### src/rtl/gdc_pkg.sv
// Shared types, widths, calendar tables and divide constants for the date unit
`timescale 1ns / 1ps

package gdc_pkg;

  // Field widths of the input and result words
  localparam int MODE_W    = 2;
  localparam int YEAR_W    = 14;
  localparam int MONTH_W   = 4;
  localparam int DAY_W     = 5;
  localparam int OFFSET_W  = 20;
  localparam int WEEKDAY_W = 3;
  localparam int DIFF_W    = 23;

  // Datapath widths: day numbers, quotients, multiplier operand and product
  localparam int DN_W  = 26;
  localparam int Q_W   = 20;
  localparam int B_W   = 21;
  localparam int P_W   = DN_W + B_W;
  localparam int YR_W  = 16;
  localparam int DIV_W = 3;

  typedef logic [MODE_W-1:0]  mode_t;
  typedef logic [YEAR_W-1:0]  year_t;
  typedef logic [MONTH_W-1:0] month_t;
  typedef logic [DAY_W-1:0]   day_t;
  typedef logic [DN_W-1:0]    dnum_t;
  typedef logic [B_W-1:0]     mulb_t;
  typedef logic [DIV_W-1:0]   div_id_t;

  // Operation codes
  localparam mode_t MODE_WEEKDAY = 2'd0;
  localparam mode_t MODE_DIFF    = 2'd1;
  localparam mode_t MODE_ADD     = 2'd2;
  localparam mode_t MODE_NONE    = 2'd3;

  // Calendar constants
  localparam month_t MONTH_FIRST   = 4'd1;
  localparam month_t MONTH_LAST    = 4'd12;
  localparam month_t MONTH_IDX_DEC = 4'd11;
  localparam month_t MONTH_IDX_FEB = 4'd1;
  localparam month_t MONTH_MAR_MIN = 4'd2;
  localparam day_t   DAY_LAST      = 5'd31;
  localparam int     DAYS_YEAR     = 365;
  localparam int     YEARS_CENT    = 100;
  localparam int     YEARS_QUAD    = 400;
  localparam int     CENT_REM_LAST = 99;
  localparam int     QUAD_IN_CENT  = 24;

  // Saturation bounds of the difference field
  localparam logic signed [DN_W-1:0] DIFF_MAX = DN_W'(4194303);
  localparam logic signed [DN_W-1:0] DIFF_MIN = -DN_W'(4194304);

  // Constant divisors handled by the shared unit
  localparam div_id_t DIV_BY_7    = 3'd0;
  localparam div_id_t DIV_BY_100  = 3'd1;
  localparam div_id_t DIV_BY_400Y = 3'd2;
  localparam div_id_t DIV_BY_100Y = 3'd3;
  localparam div_id_t DIV_BY_4Y   = 3'd4;
  localparam div_id_t DIV_BY_1Y   = 3'd5;

  // Days before the first of a month in a common year
  function automatic logic [8:0] month_start(input month_t m);
    logic [8:0] v;
    unique case (m)
      4'd1:    v = 9'd0;
      4'd2:    v = 9'd31;
      4'd3:    v = 9'd59;
      4'd4:    v = 9'd90;
      4'd5:    v = 9'd120;
      4'd6:    v = 9'd151;
      4'd7:    v = 9'd181;
      4'd8:    v = 9'd212;
      4'd9:    v = 9'd243;
      4'd10:   v = 9'd273;
      4'd11:   v = 9'd304;
      4'd12:   v = 9'd334;
      default: v = 9'd0;
    endcase
    return v;
  endfunction

  // Length of a month by zero-based index, leap February included
  function automatic day_t month_len(input month_t mo, input logic leap);
    day_t v;
    unique case (mo)
      4'd0:    v = 5'd31;
      4'd1:    v = leap ? 5'd29 : 5'd28;
      4'd2:    v = 5'd31;
      4'd3:    v = 5'd30;
      4'd4:    v = 5'd31;
      4'd5:    v = 5'd30;
      4'd6:    v = 5'd31;
      4'd7:    v = 5'd31;
      4'd8:    v = 5'd30;
      4'd9:    v = 5'd31;
      4'd10:   v = 5'd30;
      4'd11:   v = 5'd31;
      default: v = 5'd31;
    endcase
    return v;
  endfunction

  function automatic mulb_t div_divisor(input div_id_t id);
    mulb_t v;
    unique case (id)
      DIV_BY_7:    v = B_W'(7);
      DIV_BY_100:  v = B_W'(100);
      DIV_BY_400Y: v = B_W'(146097);
      DIV_BY_100Y: v = B_W'(36524);
      DIV_BY_4Y:   v = B_W'(1461);
      DIV_BY_1Y:   v = B_W'(365);
      default:     v = B_W'(1);
    endcase
    return v;
  endfunction

  // Reciprocal floor(2^S / D); S covers the largest dividend of each case
  function automatic mulb_t div_recip(input div_id_t id);
    mulb_t v;
    unique case (id)
      DIV_BY_7:    v = B_W'(1198372);
      DIV_BY_100:  v = B_W'(163);
      DIV_BY_400Y: v = B_W'(229);
      DIV_BY_100Y: v = B_W'(7);
      DIV_BY_4Y:   v = B_W'(44);
      DIV_BY_1Y:   v = B_W'(5);
      default:     v = B_W'(0);
    endcase
    return v;
  endfunction

  // Quotient estimate: product shifted down by S, low by at most one
  function automatic logic [Q_W-1:0] div_est(input div_id_t id, input logic [P_W-1:0] prod);
    logic [Q_W-1:0] v;
    unique case (id)
      DIV_BY_7:    v = prod[23 +: Q_W];
      DIV_BY_100:  v = prod[14 +: Q_W];
      DIV_BY_400Y: v = prod[25 +: Q_W];
      DIV_BY_100Y: v = prod[18 +: Q_W];
      DIV_BY_4Y:   v = prod[16 +: Q_W];
      DIV_BY_1Y:   v = prod[11 +: Q_W];
      default:     v = '0;
    endcase
    return v;
  endfunction

endpackage

### src/rtl/gdc_in_if.sv
// Input channel of the date unit: handshake and one request word
`timescale 1ns / 1ps

interface gdc_in_if;
  logic                  valid;
  logic                  ready;
  gdc_pkg::mode_t        mode;
  gdc_pkg::year_t        year_a;
  gdc_pkg::month_t       month_a;
  gdc_pkg::day_t         day_a;
  gdc_pkg::year_t        year_b;
  gdc_pkg::month_t       month_b;
  gdc_pkg::day_t         day_b;
  logic [gdc_pkg::OFFSET_W-1:0] day_offset;

  modport source (
    output valid, mode, year_a, month_a, day_a, year_b, month_b, day_b, day_offset,
    input  ready
  );
  modport sink (
    input  valid, mode, year_a, month_a, day_a, year_b, month_b, day_b, day_offset,
    output ready
  );
endinterface

### src/rtl/gdc_out_if.sv
// Result channel of the date unit: handshake and one result word
`timescale 1ns / 1ps

interface gdc_out_if;
  logic                                 valid;
  logic                                 ready;
  logic [gdc_pkg::WEEKDAY_W-1:0]        weekday;
  logic signed [gdc_pkg::DIFF_W-1:0]    day_difference;
  gdc_pkg::year_t                       result_year;
  gdc_pkg::month_t                      result_month;
  gdc_pkg::day_t                        result_day;
  logic                                 out_of_range;

  modport source (
    output valid, weekday, day_difference, result_year, result_month, result_day,
           out_of_range,
    input  ready
  );
  modport sink (
    input  valid, weekday, day_difference, result_year, result_month, result_day,
           out_of_range,
    output ready
  );
endinterface

### src/rtl/gregorian_date_calculator.sv
// Top level of the proleptic Gregorian date unit: sequencer and shared multiply-add
// The unit takes one request word at a time and returns one result word for it. Every step
// runs through a single multiply-add unit (a 26 x 21 bit product plus a 26 bit add or
// subtract) under a small sequencer. An add whose sum passes 31 December of MAX_YEAR
// stops after the limit check; otherwise the steps taken vary with the month walk of the
// result year. Constant divisions take three steps each (reciprocal estimate, remainder,
// one correction). When the result can be loaded, the sequencer returns to idle,
// where the next word is taken even while the previous result still waits on the output.
`timescale 1ns / 1ps

module gregorian_date_calculator #(
  parameter int unsigned MAX_YEAR = 9999
) (
  input logic      clk,
  input logic      rst_n,
  gdc_in_if.sink   in_chan,
  gdc_out_if.source out_chan
);

  localparam int DN_W = gdc_pkg::DN_W;
  localparam int Q_W  = gdc_pkg::Q_W;
  localparam int B_W  = gdc_pkg::B_W;
  localparam int P_W  = gdc_pkg::P_W;
  localparam int YR_W = gdc_pkg::YR_W;

  // Day number of 31 December of MAX_YEAR
  localparam int unsigned LIM = 365 * MAX_YEAR + MAX_YEAR / 4 - MAX_YEAR / 100 +
                                MAX_YEAR / 400;
  localparam gdc_pkg::dnum_t LIM_DN  = DN_W'(LIM);
  localparam gdc_pkg::year_t MAX_Y14 = gdc_pkg::YEAR_W'(MAX_YEAR);

  // Sequencer states
  localparam logic [4:0] ST_IDLE    = 5'd0;
  localparam logic [4:0] ST_DN_P    = 5'd1;
  localparam logic [4:0] ST_DIV_EST = 5'd2;
  localparam logic [4:0] ST_DIV_REM = 5'd3;
  localparam logic [4:0] ST_DIV_FIX = 5'd4;
  localparam logic [4:0] ST_DN_365  = 5'd5;
  localparam logic [4:0] ST_DN_Q100 = 5'd6;
  localparam logic [4:0] ST_DN_Q400 = 5'd7;
  localparam logic [4:0] ST_DN_MON  = 5'd8;
  localparam logic [4:0] ST_DN_DAY  = 5'd9;
  localparam logic [4:0] ST_DIFF    = 5'd10;
  localparam logic [4:0] ST_ADD     = 5'd11;
  localparam logic [4:0] ST_LIM     = 5'd12;
  localparam logic [4:0] ST_NM1     = 5'd13;
  localparam logic [4:0] ST_YR1     = 5'd14;
  localparam logic [4:0] ST_YR2     = 5'd15;
  localparam logic [4:0] ST_MONW    = 5'd16;
  localparam logic [4:0] ST_FIN     = 5'd17;

  logic [4:0] state_r, state_nxt;

  // Captured request word
  gdc_pkg::mode_t  mode_r, mode_nxt;
  gdc_pkg::year_t  ya_r, ya_nxt, yb_r, yb_nxt;
  gdc_pkg::month_t ma_r, ma_nxt, mb_r, mb_nxt;
  gdc_pkg::day_t   da_r, da_nxt, db_r, db_nxt;
  logic [gdc_pkg::OFFSET_W-1:0] offset_r, offset_nxt;

  // Working registers
  logic                  sel_b_r, sel_b_nxt;
  gdc_pkg::dnum_t        acc_r, acc_nxt;
  logic [Q_W-1:0]        q_r, q_nxt;
  gdc_pkg::div_id_t      div_id_r, div_id_nxt;
  logic [gdc_pkg::YEAR_W-1:0] p_r, p_nxt;
  logic [7:0]            q100_r, q100_nxt;
  logic                  leap_r, leap_nxt;
  gdc_pkg::dnum_t        na_r, na_nxt;
  logic                  oor_r, oor_nxt;
  logic [7:0]            q400_r, q400_nxt;
  logic [1:0]            cen_r, cen_nxt;
  logic [4:0]            q4_r, q4_nxt;
  logic [1:0]            y1_r, y1_nxt;
  logic [YR_W-1:0]       yr_r, yr_nxt;
  gdc_pkg::month_t       mo_r, mo_nxt;

  // Result word register
  logic                          out_valid_r, out_valid_nxt;
  logic [gdc_pkg::WEEKDAY_W-1:0] wd_o_r, wd_o_nxt;
  logic [gdc_pkg::DIFF_W-1:0]    diff_o_r, diff_o_nxt;
  gdc_pkg::year_t                year_o_r, year_o_nxt;
  gdc_pkg::month_t               month_o_r, month_o_nxt;
  gdc_pkg::day_t                 day_o_r, day_o_nxt;
  logic                          oor_o_r, oor_o_nxt;

  // Shared multiply-add unit
  gdc_pkg::dnum_t ua, uc;
  gdc_pkg::mulb_t ub;
  logic           usub, ucin;
  logic [P_W-1:0] prod;
  logic [DN_W:0]  res;
  logic           borrow;

  // Selected date for the day number walk
  gdc_pkg::year_t  y_sel;
  gdc_pkg::month_t m_sel;
  gdc_pkg::day_t   d_sel;

  // Divide correction
  gdc_pkg::mulb_t  divisor;
  logic            div_clamp;
  logic            fix_ok;
  gdc_pkg::dnum_t  acc_fix;
  logic [Q_W-1:0]  q_fix;

  logic            load_out;
  logic signed [DN_W-1:0] diff_s;

  assign y_sel = sel_b_r ? yb_r : ya_r;
  assign m_sel = sel_b_r ? mb_r : ma_r;
  assign d_sel = sel_b_r ? db_r : da_r;

  assign divisor   = gdc_pkg::div_divisor(div_id_r);
  assign div_clamp = (div_id_r == gdc_pkg::DIV_BY_100Y) || (div_id_r == gdc_pkg::DIV_BY_1Y);

  // Pick the operands of the shared unit for the current step
  always_comb begin
    ua   = '0;
    ub   = '0;
    uc   = '0;
    usub = 1'b0;
    ucin = 1'b0;
    unique case (state_r)
      ST_DN_P: begin
        uc   = DN_W'(y_sel);
        ua   = DN_W'(1);
        ub   = B_W'(1);
        usub = 1'b1;
      end
      ST_DIV_EST: begin
        ua = acc_r;
        ub = gdc_pkg::div_recip(div_id_r);
      end
      ST_DIV_REM: begin
        uc   = acc_r;
        ua   = DN_W'(q_r);
        ub   = divisor;
        usub = 1'b1;
      end
      ST_DIV_FIX: begin
        uc   = acc_r;
        ua   = DN_W'(1);
        ub   = divisor;
        usub = 1'b1;
      end
      ST_DN_365: begin
        uc = DN_W'(p_r[gdc_pkg::YEAR_W-1:2]);
        ua = DN_W'(p_r);
        ub = B_W'(gdc_pkg::DAYS_YEAR);
      end
      ST_DN_Q100: begin
        uc   = acc_r;
        ua   = DN_W'(q100_r);
        ub   = B_W'(1);
        usub = 1'b1;
      end
      ST_DN_Q400: begin
        uc = acc_r;
        ua = DN_W'(q100_r[7:2]);
        ub = B_W'(1);
      end
      ST_DN_MON: begin
        uc   = acc_r;
        ua   = DN_W'(gdc_pkg::month_start(m_sel));
        ub   = B_W'(1);
        ucin = leap_r && (m_sel > gdc_pkg::MONTH_MAR_MIN);
      end
      ST_DN_DAY: begin
        uc = acc_r;
        ua = DN_W'(d_sel);
        ub = B_W'(1);
      end
      ST_DIFF: begin
        uc   = acc_r;
        ua   = na_r;
        ub   = B_W'(1);
        usub = 1'b1;
      end
      ST_ADD: begin
        uc = acc_r;
        ua = DN_W'(offset_r);
        ub = B_W'(1);
      end
      ST_LIM: begin
        uc   = LIM_DN;
        ua   = acc_r;
        ub   = B_W'(1);
        usub = 1'b1;
      end
      ST_NM1: begin
        uc   = acc_r;
        ua   = DN_W'(1);
        ub   = B_W'(1);
        usub = 1'b1;
      end
      ST_YR1: begin
        uc   = DN_W'({q4_r, y1_r});
        ua   = DN_W'(q400_r);
        ub   = B_W'(gdc_pkg::YEARS_QUAD);
        ucin = 1'b1;
      end
      ST_YR2: begin
        uc = DN_W'(yr_r);
        ua = DN_W'(cen_r);
        ub = B_W'(gdc_pkg::YEARS_CENT);
      end
      ST_MONW: begin
        uc   = acc_r;
        ua   = DN_W'(gdc_pkg::month_len(mo_r, leap_r));
        ub   = B_W'(1);
        usub = 1'b1;
      end
      default: begin
        ua = '0;
      end
    endcase
  end

  assign prod   = P_W'(ua) * P_W'(ub);
  assign res    = usub ? ({1'b0, uc} - prod[DN_W:0])
                       : ({1'b0, uc} + prod[DN_W:0] + (DN_W+1)'(ucin));
  assign borrow = res[DN_W];

  // One correction of the estimate; clamped cases stop at a quotient of three
  assign fix_ok  = !borrow && !(div_clamp && (q_r == Q_W'(3)));
  assign acc_fix = fix_ok ? res[DN_W-1:0] : acc_r;
  assign q_fix   = fix_ok ? (q_r + Q_W'(1)) : q_r;

  assign diff_s   = $signed(acc_r);
  assign load_out = (state_r == ST_FIN) && (!out_valid_r || out_chan.ready);

  // Sequencer and working registers
  always_comb begin
    state_nxt  = state_r;
    mode_nxt   = mode_r;
    ya_nxt     = ya_r;
    ma_nxt     = ma_r;
    da_nxt     = da_r;
    yb_nxt     = yb_r;
    mb_nxt     = mb_r;
    db_nxt     = db_r;
    offset_nxt = offset_r;
    sel_b_nxt  = sel_b_r;
    acc_nxt    = acc_r;
    q_nxt      = q_r;
    div_id_nxt = div_id_r;
    p_nxt      = p_r;
    q100_nxt   = q100_r;
    leap_nxt   = leap_r;
    na_nxt     = na_r;
    oor_nxt    = oor_r;
    q400_nxt   = q400_r;
    cen_nxt    = cen_r;
    q4_nxt     = q4_r;
    y1_nxt     = y1_r;
    yr_nxt     = yr_r;
    mo_nxt     = mo_r;
    unique case (state_r)
      ST_IDLE: begin
        if (in_chan.valid) begin
          // Take the word, folding year zero and out-of-range months
          mode_nxt   = in_chan.mode;
          ya_nxt     = (in_chan.year_a == '0) ? gdc_pkg::YEAR_W'(1) : in_chan.year_a;
          yb_nxt     = (in_chan.year_b == '0) ? gdc_pkg::YEAR_W'(1) : in_chan.year_b;
          ma_nxt     = (in_chan.month_a == '0) ? gdc_pkg::MONTH_FIRST :
                       (in_chan.month_a > gdc_pkg::MONTH_LAST) ? gdc_pkg::MONTH_LAST :
                       in_chan.month_a;
          mb_nxt     = (in_chan.month_b == '0) ? gdc_pkg::MONTH_FIRST :
                       (in_chan.month_b > gdc_pkg::MONTH_LAST) ? gdc_pkg::MONTH_LAST :
                       in_chan.month_b;
          da_nxt     = in_chan.day_a;
          db_nxt     = in_chan.day_b;
          offset_nxt = in_chan.day_offset;
          sel_b_nxt  = 1'b0;
          oor_nxt    = 1'b0;
          state_nxt  = (in_chan.mode == gdc_pkg::MODE_NONE) ? ST_FIN : ST_DN_P;
        end
      end
      ST_DN_P: begin
        p_nxt      = res[gdc_pkg::YEAR_W-1:0];
        acc_nxt    = res[DN_W-1:0];
        div_id_nxt = gdc_pkg::DIV_BY_100;
        state_nxt  = ST_DIV_EST;
      end
      ST_DIV_EST: begin
        q_nxt     = gdc_pkg::div_est(div_id_r, prod);
        state_nxt = ST_DIV_REM;
      end
      ST_DIV_REM: begin
        acc_nxt   = res[DN_W-1:0];
        state_nxt = ST_DIV_FIX;
      end
      ST_DIV_FIX: begin
        acc_nxt = acc_fix;
        q_nxt   = q_fix;
        unique case (div_id_r)
          gdc_pkg::DIV_BY_100: begin
            // Leap test of the year from (year - 1) mod 400
            q100_nxt  = q_fix[7:0];
            leap_nxt  = (p_r[1:0] == 2'd3) &&
                        ((acc_fix != DN_W'(gdc_pkg::CENT_REM_LAST)) || (q_fix[1:0] == 2'd3));
            state_nxt = ST_DN_365;
          end
          gdc_pkg::DIV_BY_7: begin
            state_nxt = ST_FIN;
          end
          gdc_pkg::DIV_BY_400Y: begin
            q400_nxt   = q_fix[7:0];
            div_id_nxt = gdc_pkg::DIV_BY_100Y;
            state_nxt  = ST_DIV_EST;
          end
          gdc_pkg::DIV_BY_100Y: begin
            cen_nxt    = q_fix[1:0];
            div_id_nxt = gdc_pkg::DIV_BY_4Y;
            state_nxt  = ST_DIV_EST;
          end
          gdc_pkg::DIV_BY_4Y: begin
            q4_nxt     = q_fix[4:0];
            div_id_nxt = gdc_pkg::DIV_BY_1Y;
            state_nxt  = ST_DIV_EST;
          end
          gdc_pkg::DIV_BY_1Y: begin
            y1_nxt    = q_fix[1:0];
            state_nxt = ST_YR1;
          end
          default: begin
            state_nxt = ST_FIN;
          end
        endcase
      end
      ST_DN_365: begin
        acc_nxt   = res[DN_W-1:0];
        state_nxt = ST_DN_Q100;
      end
      ST_DN_Q100: begin
        acc_nxt   = res[DN_W-1:0];
        state_nxt = ST_DN_Q400;
      end
      ST_DN_Q400: begin
        acc_nxt   = res[DN_W-1:0];
        state_nxt = ST_DN_MON;
      end
      ST_DN_MON: begin
        acc_nxt   = res[DN_W-1:0];
        state_nxt = ST_DN_DAY;
      end
      ST_DN_DAY: begin
        acc_nxt = res[DN_W-1:0];
        unique case (mode_r)
          gdc_pkg::MODE_WEEKDAY: begin
            // Day one is a Monday, so the day number mod 7 is the weekday
            div_id_nxt = gdc_pkg::DIV_BY_7;
            state_nxt  = ST_DIV_EST;
          end
          gdc_pkg::MODE_DIFF: begin
            if (!sel_b_r) begin
              na_nxt    = res[DN_W-1:0];
              sel_b_nxt = 1'b1;
              state_nxt = ST_DN_P;
            end else begin
              state_nxt = ST_DIFF;
            end
          end
          gdc_pkg::MODE_ADD: begin
            state_nxt = ST_ADD;
          end
          default: begin
            state_nxt = ST_FIN;
          end
        endcase
      end
      ST_DIFF: begin
        acc_nxt   = res[DN_W-1:0];
        state_nxt = ST_FIN;
      end
      ST_ADD: begin
        acc_nxt   = res[DN_W-1:0];
        state_nxt = ST_LIM;
      end
      ST_LIM: begin
        if (borrow) begin
          oor_nxt   = 1'b1;
          state_nxt = ST_FIN;
        end else begin
          state_nxt = ST_NM1;
        end
      end
      ST_NM1: begin
        // A sum of zero stands for the first day
        acc_nxt    = borrow ? '0 : res[DN_W-1:0];
        div_id_nxt = gdc_pkg::DIV_BY_400Y;
        state_nxt  = ST_DIV_EST;
      end
      ST_YR1: begin
        yr_nxt    = res[YR_W-1:0];
        state_nxt = ST_YR2;
      end
      ST_YR2: begin
        yr_nxt    = res[YR_W-1:0];
        leap_nxt  = (y1_r == 2'd3) &&
                    ((q4_r != 5'(gdc_pkg::QUAD_IN_CENT)) || (cen_r == 2'd3));
        mo_nxt    = '0;
        state_nxt = ST_MONW;
      end
      ST_MONW: begin
        // Walk months until the remaining days fit
        if ((mo_r == gdc_pkg::MONTH_IDX_DEC) || borrow) begin
          state_nxt = ST_FIN;
        end else begin
          acc_nxt = res[DN_W-1:0];
          mo_nxt  = mo_r + 4'd1;
        end
      end
      ST_FIN: begin
        if (load_out) begin
          state_nxt = ST_IDLE;
        end
      end
      default: begin
        state_nxt = ST_IDLE;
      end
    endcase
  end

  // Pack the result word
  always_comb begin
    wd_o_nxt    = '0;
    diff_o_nxt  = '0;
    year_o_nxt  = '0;
    month_o_nxt = '0;
    day_o_nxt   = '0;
    oor_o_nxt   = 1'b0;
    unique case (mode_r)
      gdc_pkg::MODE_WEEKDAY: begin
        wd_o_nxt = acc_r[gdc_pkg::WEEKDAY_W-1:0];
      end
      gdc_pkg::MODE_DIFF: begin
        if (diff_s > gdc_pkg::DIFF_MAX) begin
          diff_o_nxt = gdc_pkg::DIFF_MAX[gdc_pkg::DIFF_W-1:0];
        end else if (diff_s < gdc_pkg::DIFF_MIN) begin
          diff_o_nxt = gdc_pkg::DIFF_MIN[gdc_pkg::DIFF_W-1:0];
        end else begin
          diff_o_nxt = acc_r[gdc_pkg::DIFF_W-1:0];
        end
      end
      gdc_pkg::MODE_ADD: begin
        if (oor_r) begin
          year_o_nxt  = MAX_Y14;
          month_o_nxt = gdc_pkg::MONTH_LAST;
          day_o_nxt   = gdc_pkg::DAY_LAST;
          oor_o_nxt   = 1'b1;
        end else begin
          year_o_nxt  = yr_r[gdc_pkg::YEAR_W-1:0];
          month_o_nxt = mo_r + 4'd1;
          day_o_nxt   = acc_r[gdc_pkg::DAY_W-1:0] + 5'd1;
        end
      end
      default: begin
        oor_o_nxt = 1'b0;
      end
    endcase
  end

  // Hold the result word until taken
  always_comb begin
    if (load_out) begin
      out_valid_nxt = 1'b1;
    end else if (out_chan.ready) begin
      out_valid_nxt = 1'b0;
    end else begin
      out_valid_nxt = out_valid_r;
    end
  end

  // Control registers
  always_ff @(posedge clk) begin
    if (!rst_n) begin
      state_r     <= ST_IDLE;
      out_valid_r <= 1'b0;
    end else begin
      state_r     <= state_nxt;
      out_valid_r <= out_valid_nxt;
    end
  end

  // Datapath registers
  always_ff @(posedge clk) begin
    mode_r   <= mode_nxt;
    ya_r     <= ya_nxt;
    ma_r     <= ma_nxt;
    da_r     <= da_nxt;
    yb_r     <= yb_nxt;
    mb_r     <= mb_nxt;
    db_r     <= db_nxt;
    offset_r <= offset_nxt;
    sel_b_r  <= sel_b_nxt;
    acc_r    <= acc_nxt;
    q_r      <= q_nxt;
    div_id_r <= div_id_nxt;
    p_r      <= p_nxt;
    q100_r   <= q100_nxt;
    leap_r   <= leap_nxt;
    na_r     <= na_nxt;
    oor_r    <= oor_nxt;
    q400_r   <= q400_nxt;
    cen_r    <= cen_nxt;
    q4_r     <= q4_nxt;
    y1_r     <= y1_nxt;
    yr_r     <= yr_nxt;
    mo_r     <= mo_nxt;
    if (load_out) begin
      wd_o_r    <= wd_o_nxt;
      diff_o_r  <= diff_o_nxt;
      year_o_r  <= year_o_nxt;
      month_o_r <= month_o_nxt;
      day_o_r   <= day_o_nxt;
      oor_o_r   <= oor_o_nxt;
    end
  end

  assign in_chan.ready            = (state_r == ST_IDLE);
  assign out_chan.valid           = out_valid_r;
  assign out_chan.weekday         = wd_o_r;
  assign out_chan.day_difference  = $signed(diff_o_r);
  assign out_chan.result_year     = year_o_r;
  assign out_chan.result_month    = month_o_r;
  assign out_chan.result_day      = day_o_r;
  assign out_chan.out_of_range    = oor_o_r;

  // The reciprocal estimate is never more than one short
  a_est_within_one : assert property (
    @(posedge clk) disable iff (!rst_n)
    (state_r == ST_DIV_FIX) |-> (acc_r < (DN_W'(divisor) << 1))
  ) else $error("remainder before correction is two divisors or more");

  // After an unclamped correction the remainder is below the divisor
  a_rem_reduced : assert property (
    @(posedge clk) disable iff (!rst_n)
    (state_r == ST_DIV_FIX && !div_clamp) |=> (acc_r < DN_W'($past(divisor)))
  ) else $error("remainder not reduced below divisor");

  // A result word only appears out of the final step
  a_out_from_fin : assert property (
    @(posedge clk) disable iff (!rst_n)
    $rose(out_valid_r) |-> ($past(state_r) == ST_FIN)
  ) else $error("result word raised outside the final step");

  // An overflowed sum always reports the last date
  a_oor_last_date : assert property (
    @(posedge clk) disable iff (!rst_n)
    (out_valid_r && oor_o_r) |->
      (year_o_r == MAX_Y14 && month_o_r == gdc_pkg::MONTH_LAST &&
       day_o_r == gdc_pkg::DAY_LAST)
  ) else $error("overflow flag without the last date");

endmodule
### src/flat_wrapper.sv
// flat-port wrapper written by rule: the top's interface ports become plain ports
module gregorian_date_calculator_flat 
#(
  parameter int unsigned MAX_YEAR = 9999
)
  (clk, rst_n, in_chan_valid, in_chan_mode, in_chan_year_a, in_chan_month_a, in_chan_day_a, in_chan_year_b, in_chan_month_b, in_chan_day_b, in_chan_day_offset, in_chan_ready, out_chan_valid, out_chan_weekday, out_chan_day_difference, out_chan_result_year, out_chan_result_month, out_chan_result_day, out_chan_out_of_range, out_chan_ready);
  gdc_in_if in_chan_i ();
  gdc_out_if out_chan_i ();
  input logic clk;
  input logic rst_n;
  input wire logic [$bits(in_chan_i.valid)-1:0] in_chan_valid;
  input wire logic [$bits(in_chan_i.mode)-1:0] in_chan_mode;
  input wire logic [$bits(in_chan_i.year_a)-1:0] in_chan_year_a;
  input wire logic [$bits(in_chan_i.month_a)-1:0] in_chan_month_a;
  input wire logic [$bits(in_chan_i.day_a)-1:0] in_chan_day_a;
  input wire logic [$bits(in_chan_i.year_b)-1:0] in_chan_year_b;
  input wire logic [$bits(in_chan_i.month_b)-1:0] in_chan_month_b;
  input wire logic [$bits(in_chan_i.day_b)-1:0] in_chan_day_b;
  input wire logic [$bits(in_chan_i.day_offset)-1:0] in_chan_day_offset;
  output wire logic [$bits(in_chan_i.ready)-1:0] in_chan_ready;
  output wire logic [$bits(out_chan_i.valid)-1:0] out_chan_valid;
  output wire logic [$bits(out_chan_i.weekday)-1:0] out_chan_weekday;
  output wire logic [$bits(out_chan_i.day_difference)-1:0] out_chan_day_difference;
  output wire logic [$bits(out_chan_i.result_year)-1:0] out_chan_result_year;
  output wire logic [$bits(out_chan_i.result_month)-1:0] out_chan_result_month;
  output wire logic [$bits(out_chan_i.result_day)-1:0] out_chan_result_day;
  output wire logic [$bits(out_chan_i.out_of_range)-1:0] out_chan_out_of_range;
  input wire logic [$bits(out_chan_i.ready)-1:0] out_chan_ready;
  assign in_chan_i.valid = in_chan_valid;
  assign in_chan_i.mode = in_chan_mode;
  assign in_chan_i.year_a = in_chan_year_a;
  assign in_chan_i.month_a = in_chan_month_a;
  assign in_chan_i.day_a = in_chan_day_a;
  assign in_chan_i.year_b = in_chan_year_b;
  assign in_chan_i.month_b = in_chan_month_b;
  assign in_chan_i.day_b = in_chan_day_b;
  assign in_chan_i.day_offset = in_chan_day_offset;
  assign in_chan_ready = in_chan_i.ready;
  assign out_chan_valid = out_chan_i.valid;
  assign out_chan_weekday = out_chan_i.weekday;
  assign out_chan_day_difference = out_chan_i.day_difference;
  assign out_chan_result_year = out_chan_i.result_year;
  assign out_chan_result_month = out_chan_i.result_month;
  assign out_chan_result_day = out_chan_i.result_day;
  assign out_chan_out_of_range = out_chan_i.out_of_range;
  assign out_chan_i.ready = out_chan_ready;
  gregorian_date_calculator #(.MAX_YEAR(MAX_YEAR)) u_core (.clk(clk), .rst_n(rst_n), .in_chan(in_chan_i), .out_chan(out_chan_i));
endmodule
### config.mk
export PLATFORM = sky130hd
export DESIGN_NAME = gregorian_date_calculator_flat
export DESIGN_NICKNAME = d
export VERILOG_FILES = /design/src/rtl/gdc_pkg.sv /design/src/rtl/gdc_in_if.sv /design/src/rtl/gdc_out_if.sv /design/src/rtl/gregorian_date_calculator.sv /design/src/flat_wrapper.sv
export SDC_FILE = /design/constraint.sdc
export NUM_CORES = 2
export LEC_CHECK = 0
export ABC_AREA = 1
export BUFFER_PORTS_ARGS = -buffer_cell sky130_fd_sc_hd__clkbuf_2
export CAP_MARGIN = 25
export CORE_MARGIN = 1.5
export CORE_UTILIZATION = 59
export DETAILED_ROUTE_END_ITERATION = 12
export GPL_ROUTABILITY_DRIVEN = 1
export PLACE_DENSITY = 0.77
export SYNTH_ARGS = -nofsm -noshare
export SYNTH_HDL_FRONTEND = slang
export SYNTH_SLANG_ARGS = --single-unit
### constraint.sdc
create_clock -name clk -period 23 [get_ports clk]
set_input_delay 4.6 -clock clk [delete_from_list [all_inputs] [get_ports clk]]
set_output_delay 4.6 -clock clk [all_outputs]
set_load 0.005 [all_outputs]
## Word level (Yosys, flattened, before mapping)

Memory sizes are Yosys's and may differ from the RTL's.
Cells that the tools add are included.

- $add $sub $neg: 6
- $mul: 1
- $lt $le $gt $ge: 5
- Equal/unequal tests: 48
- Multiplexer cells: 51
- Bitwise gates (word level): 3
- Reductions and logical operators: 59

Operators with widths:

| operator | count |
|---|---|
| 26-bit one-hot mux with 13 select lines | 1 |
| 21-bit one-hot mux with 6 select lines | 2 |
| 26-bit one-hot mux with 6 select lines | 1 |
| 20-bit one-hot mux with 6 select lines | 1 |
| 18-bit one-hot mux with 6 select lines | 1 |
| 26-bit one-hot mux with 4 select lines | 1 |
| 5-bit one-hot mux with 17 select lines | 1 |
| 26-bit 2-to-1 mux | 3 |
| 26-bit by 21-bit multiplier with 45-bit output | 1 |
| 5-bit by 4-bit == test with 1-bit output (second input constant) | 8 |
| 20-bit one-hot mux with 2 select lines | 1 |
| 5-bit 2-to-1 mux | 7 |
| 5-bit one-hot mux with 3 select lines | 2 |
| 14-bit logical NOT | 2 |
| 14-bit 2-to-1 mux | 2 |
| 26-bit by 27-bit adder with 27-bit output | 1 |
| 27-bit by 1-bit adder with 27-bit output | 1 |
| 27-bit 2-to-1 mux | 1 |
| 26-bit by 27-bit subtractor with 27-bit output | 1 |
| 26-bit by 23-bit greater-than comparator with 1-bit output (second input constant) | 1 |
| 26-bit by 23-bit < comparator with 1-bit output (second input constant) | 1 |
| 26-bit by 7-bit inequality test with 1-bit output (second input constant) | 1 |
| 4-bit 2-to-1 mux | 6 |
| 23-bit 2-to-1 mux | 1 |
| other kinds (50) | 125 |

- Register bits: 261
- ROM bits: 144
- Memories kept: 1

Memory list:

| name | depth | bits a word | read ports | clocked after memory_dff | write ports | RTL line | source |
|---|---|---|---|---|---|---|---|
| (no name shown) | 16 | 9 | 1 | 0 | 0 | gdc_pkg.sv:65 | `unique case (m)` |

## Longest topological paths before layout

- Depth after elaboration: 16
- Gate-level depth with buffers: 62

## Least setup slack after synthesis

No wires, ideal clock.

- Kind: reg-to-reg
- Start point: reg u_core.state_r[4]
- End point: reg u_core.acc_r[0], enable pin
- Arrival time: 9.877 ns
- Path slack: 12.702 ns
- Cell stages (with the launch flop): 48
- Cells stage by stage: dfxtp_1 > nor2_2 > inv_2 > nor2_2 > nand2_1 > nand2_1 > buf_2 > inv_2 > buf_2 > o21ai_0 > clkbuf_1 > nand2_1 > fa_1 > inv_1 > fa_1 > inv_1 > fa_1 > inv_1 > [... 12 more ...] > o21ai_0 > xor2_1 > inv_1 > ha_1 > inv_1 > nand2_1 > nor2_1 > nand2_1 > nor2_1 > nand2_1 > nand3_1 > nand2_1 > nand2_1 > nand4_1 > nand2_2 > buf_6 > nand2_1 > a22oi_1

- Word-level cells in the longest chain between the ends: 10

RTL lines:

| element | RTL line | source |
|---|---|---|
| start: declaration | gregorian_date_calculator.sv:52 | `logic [4:0] state_r, state_nxt;` |
| start signal: assignment | gregorian_date_calculator.sv:482 | `state_r <= state_nxt;` |
| 5-bit by 1-bit == test with 1-bit output (tied with other cells) | gregorian_date_calculator.sv:124, gregorian_date_calculator.sv:259 |  |
| 10-bit OR reduction (no line) (tied with other cells) | n/a |  |
| 21-bit one-hot mux with 6 select lines / 26-bit one-hot mux with 13 select lines (equally long branches) | gregorian_date_calculator.sv:124 | `unique case (state_r)` |
| 26-bit by 21-bit multiplier with 45-bit output | gregorian_date_calculator.sv:220 | `assign prod = P_W'(ua) * P_W'(ub);` |
| 26-bit by 27-bit adder with 27-bit output | gregorian_date_calculator.sv:222 | `: ({1'b0, uc} + prod[DN_W:0] + (DN_W+1)'(ucin));` |
| 27-bit by 1-bit adder with 27-bit output | gregorian_date_calculator.sv:222 |  |
| 27-bit 2-to-1 mux | gregorian_date_calculator.sv:221 | `assign res = usub ? ({1'b0, uc} - prod[DN_W:0])` |
| 1-bit logical OR | gregorian_date_calculator.sv:408 | `if ((mo_r == gdc_pkg::MONTH_IDX_DEC) \|\| borrow) begin` |
| 2-bit inequality test (no line) | n/a |  |
| 2-bit AND reduction (no line) (*) | n/a |  |
| end signal: assignment | gregorian_date_calculator.sv:498 | `acc_r <= acc_nxt;` |
| end: declaration | gregorian_date_calculator.sv:63 | `gdc_pkg::dnum_t acc_r, acc_nxt;` |

Mark *: on every way between the ends. The rest lies on a longest branch, timed or not.
A chain may end at the register's enable or synchronous reset.

## Worst setup path in the final report

- Start point: reg u_core.div_id_r[1]
- End point: reg u_core.q_r[17], enable pin

- Word-level cells in the longest chain between the ends: 11

RTL lines:

| element | RTL line | source |
|---|---|---|
| start: declaration | gregorian_date_calculator.sv:65 | `gdc_pkg::div_id_t div_id_r, div_id_nxt;` |
| start signal: assignment | gregorian_date_calculator.sv:500 | `div_id_r <= div_id_nxt;` |
| 3-bit == test (tied with other cells) | gdc_pkg.sv:106, gdc_pkg.sv:121, gregorian_date_calculator.sv:115 |  |
| 18-bit one-hot mux with 6 select lines / 21-bit one-hot mux with 6 select lines (equally long branches) | gdc_pkg.sv:106, gdc_pkg.sv:121 |  |
| 21-bit one-hot mux with 6 select lines | gregorian_date_calculator.sv:124 |  |
| 26-bit by 21-bit multiplier with 45-bit output | gregorian_date_calculator.sv:220 |  |
| 26-bit by 27-bit adder with 27-bit output | gregorian_date_calculator.sv:222 |  |
| 27-bit by 1-bit adder with 27-bit output | gregorian_date_calculator.sv:222 |  |
| 27-bit 2-to-1 mux | gregorian_date_calculator.sv:221 |  |
| 1-bit logical NOT | gregorian_date_calculator.sv:226 | `assign fix_ok = !borrow && !(div_clamp && (q_r == Q_W'(3)));` |
| 1-bit logical AND (*) | gregorian_date_calculator.sv:226 |  |
| 2-bit by 1-bit inequality test with 1-bit output (no line) (*) | n/a |  |
| 2-bit AND reduction (no line) (*) | n/a |  |
| end signal: assignment | gregorian_date_calculator.sv:499 | `q_r <= q_nxt;` |
| end: declaration | gregorian_date_calculator.sv:64 | `logic [Q_W-1:0] q_r, q_nxt;` |

Marks and branches as above.

==> run metrics <==
outcome=complete, no violations; Die W=~240 um; Main synth FF type=edfxtp_1; Worst path max stage delay=~0.85 ns; CTS Buf Count=26; CORE AREA=~0.055 mm^2; setup total negative slack=0 ns; Leakage=between 15 and 20 nW; root buffer cell=clkbuf_16; drt total wl=about 110 mm; max_cap viols=0; EDFF count, synth=255; Resized Gates After CTS=0; Worst Path Max Fanout=37; NumNets Final=4952; fin worst setup slack=roughly 10 ns; max-slew violations=0; dpl ws=between 10 and 15 ns; layout cells sized above 1=0.0765; Post-Synthesis Cell Area=approximately 0.033 mm^2; Max IR drop VDD=between 0.1 and 0.15 mV; largest net degree at the start of global routing=69; Clock Sinks=approximately 260; Reg clk slew, reported paths=roughly 0.070 ns; antenna-violating nets left=0; # port buffers=~120; first-pass GRT wire length=169 mm; post-synthesis cell type count=71; Die Span Y=roughly 240 um; First-pass DRT Iterations=6; average wire per standard cell=about 22 um; Ys Warns=0; Req. time, crit path=roughly 23 ns; Worst Setup Start Kind=flip-flop; Hold Buf Count CTS=0; post-synthesis cell count=4146; GR Overflow Total=0; final setup skew=between 0.02 and 0.03 ns; post-DR vias/cell=slightly below 6; CTS tree=built; footprint of the multi-input gates=roughly 0.022 mm^2; critical path class=reg2reg; DPL Wire Length=91.0 mm; HP Class=reg2reg; slowest CP cell=nand3_1; Rows=86; # fillers=a little under 5000; Syn-to-layout area delta=7.17%; clk buf depth=3; FF/Latch Area=around 0.0078 mm^2; Seq/Total Area, Yosys=0.235; worst path bufs/invs=12; final setup vio count=0; CP endpoint kind=flip-flop; worst slew pin tran=1.12 ns; Final Wtd Congestion=1.04; Tmin final=12.90 ns; Ports=about 120; maximum clock frequency=slightly below 80 MHz; Hold Fails Final Rpt=0; Skew-Pair Late Insertion Delay=about 0.56 ns; power density cells=between 100 and 150 mW/mm^2; Async SR Flop Fraction=0; die area=between 0.05 and 0.06 mm^2; Rel. slew slack=0.249; GR Util All Layers=0.392; Initial Util=0.599; initial antenna violation count=0; period utilisation layout=0.561; drt drc=0; antenna cells=0; family with the most delay on the worst path=simple AND/OR/NAND/NOR gates; initial DRC count=just over 3000; #FFs+latches synth=around 260; average size of a mapped cell=8.00 um^2; Via Count=~29000; post-CTS setup buffer count=0; vias in the first global route=slightly below 30000; H-Tree Depth=1; Critical Path AT=roughly 13 ns; unrepaired setup endpoints after global routing=false; CP dominant cell by count=nand2_1
-- worst paths after layout --
path	from	end	slack, ns	depth (start not counted)
max	u_core.div_id_r[1]	u_core.q_r[17]	10.10	46
min	u_core.out_chan.valid	u_core.out_chan.valid	0.61	4
max reg2reg	u_core.div_id_r[1]	u_core.q_r[17]	10.10	46
min reg2reg	u_core.out_chan.valid	u_core.out_chan.valid	0.61	4
-- report_power, final --
part           total [mW]  leakage, nW  internal (mW)  switching, mW
combinational        2.66         15.1          0.730           1.93
clock               0.466        0.456          0.276          0.190
sequential          0.821         2.42          0.749         0.0717
total                3.95         18.0           1.76           2.19
-- logic make-up after synthesis --
| group | share of synthesized area |
|---|---|
| other cells | 0.000227 |
| flops | 0.235 |
| xor+xnor | 0.0163 |
| simple gates | 0.212 |
| buf+inv | 0.121 |
| mux | 0.000302 |
| compound gates | 0.0879 |
| fa+ha+maj | 0.328 |
-- worst reg2reg max path: cells and delay by family (launching register included) --
kind / cells / cell delay (ns)
flops: 1 / 0.52
fa+ha+maj: 9 / 4.19
simple gates: 23 / 4.95
compound gates: 2 / 0.50
buf+inv: 12 / 2.39
-- flip-flops by register name (all words and copies together), names as in the netlist, 8 cells and up --
| signal | count |
|---|---|
| u_core.q_r | 20 |
| u_core.offset_r | 20 |
| u_core.out_chan.result_year | 14 |
| u_core.out_chan.day_difference | 23 |
| u_core.q400_r | 8 |
| u_core.na_r | 26 |
| u_core.yb_r | 14 |
| u_core.q100_r | 8 |
| u_core.ya_r | 14 |
| u_core.p_r | 14 |
| u_core.acc_r | 26 |
| u_core.yr_r | 16 |
-- final cells by class --
| cell class | count | share of cell area |
|---|---|---|
| clock inverter | 18 | 0.00747 |
| sequential | 261 | 0.219 |
| inverter | 902 | 0.0953 |
| clock buffer | 30 | 0.0187 |
| tap | 748 | 0.0263 |
| timing repair buffer | 167 | 0.0268 |
| multi-input combinational | 2882 | 0.606 |
-- cell usage after synthesis, drive strengths merged (8+ instances only) --
cell,number,share of area
nand3,158,0.026
nand4,54,0.010
ha,260,0.098
buf,46,0.0088
clkbuf,89,0.010
inv,888,0.10
o21bai,17,0.0038
nor4,17,0.0038
nand2,945,0.11
a22oi,16,0.0036
a221oi,22,0.0058
o2111ai,12,0.0032
xnor2,10,0.0026
a31oi,14,0.0026
a21oi,148,0.022
nor3,42,0.0069
clkinv,14,0.0016
or2,18,0.0034
o21ai,135,0.021
nor2,440,0.051
fa,380,0.23
o22ai,30,0.0087
a21o,8,0.0018
edfxtp,255,0.23
o21a,11,0.0025
xor2,50,0.014
-- metrics by stage --
| stage | hold WS (ns) | util | area [um^2] | std cells | total power, mW |
|---|---|---|---|---|---|
| after CTS | 0.610 | 0.642 | 35500 | 5007 | 3.84 |
| after detailed placement | 0.571 | 0.625 | 34600 | 4959 | 3.37 |
| after floorplan | 0.528 | - | 33300 | 4180 | 2.57 |
| final | 0.607 | 0.642 | 35500 | 5008 | 3.95 |
| after global placement | 0.580 | 0.625 | 34600 | 4959 | 3.35 |
| after global routing | 0.645 | 0.642 | 35500 | 5008 | 4.18 |
-- per-layer routing --
layer / routed length [um] / up-vias / share of wire / GRT usage
met3: 11300 / 370 / 0.10 / 0.0808
met1: 41000 / 13900 / 0.37 / 0.485
met2: 51500 / 1643 / 0.46 / 0.640
li1: - / 13100 / - / -
met4: 7490 / 0 / 0.067 / 0.223
met5: 0 / - / 0 / 0.00173
-- placed cells by master (no fill, tap or decap), drive strengths merged, types with 11 or more instances in the layout --
cell type and instances:
nand2 945, inv 888, nor2 440, fa 380, ha 260, edfxtp 255
nand3 158, clkbuf 153, a21oi 148, o21ai 135, nand4 54, xor2 50
buf 44, nor3 42, conb 36, o22ai 30, clkinv 25, a221oi 22
or2 18, o21bai 17, nor4 17, a22oi 16, a31oi 14, o2111ai 12
o21a 11
(Power assumes the default switching activity.)
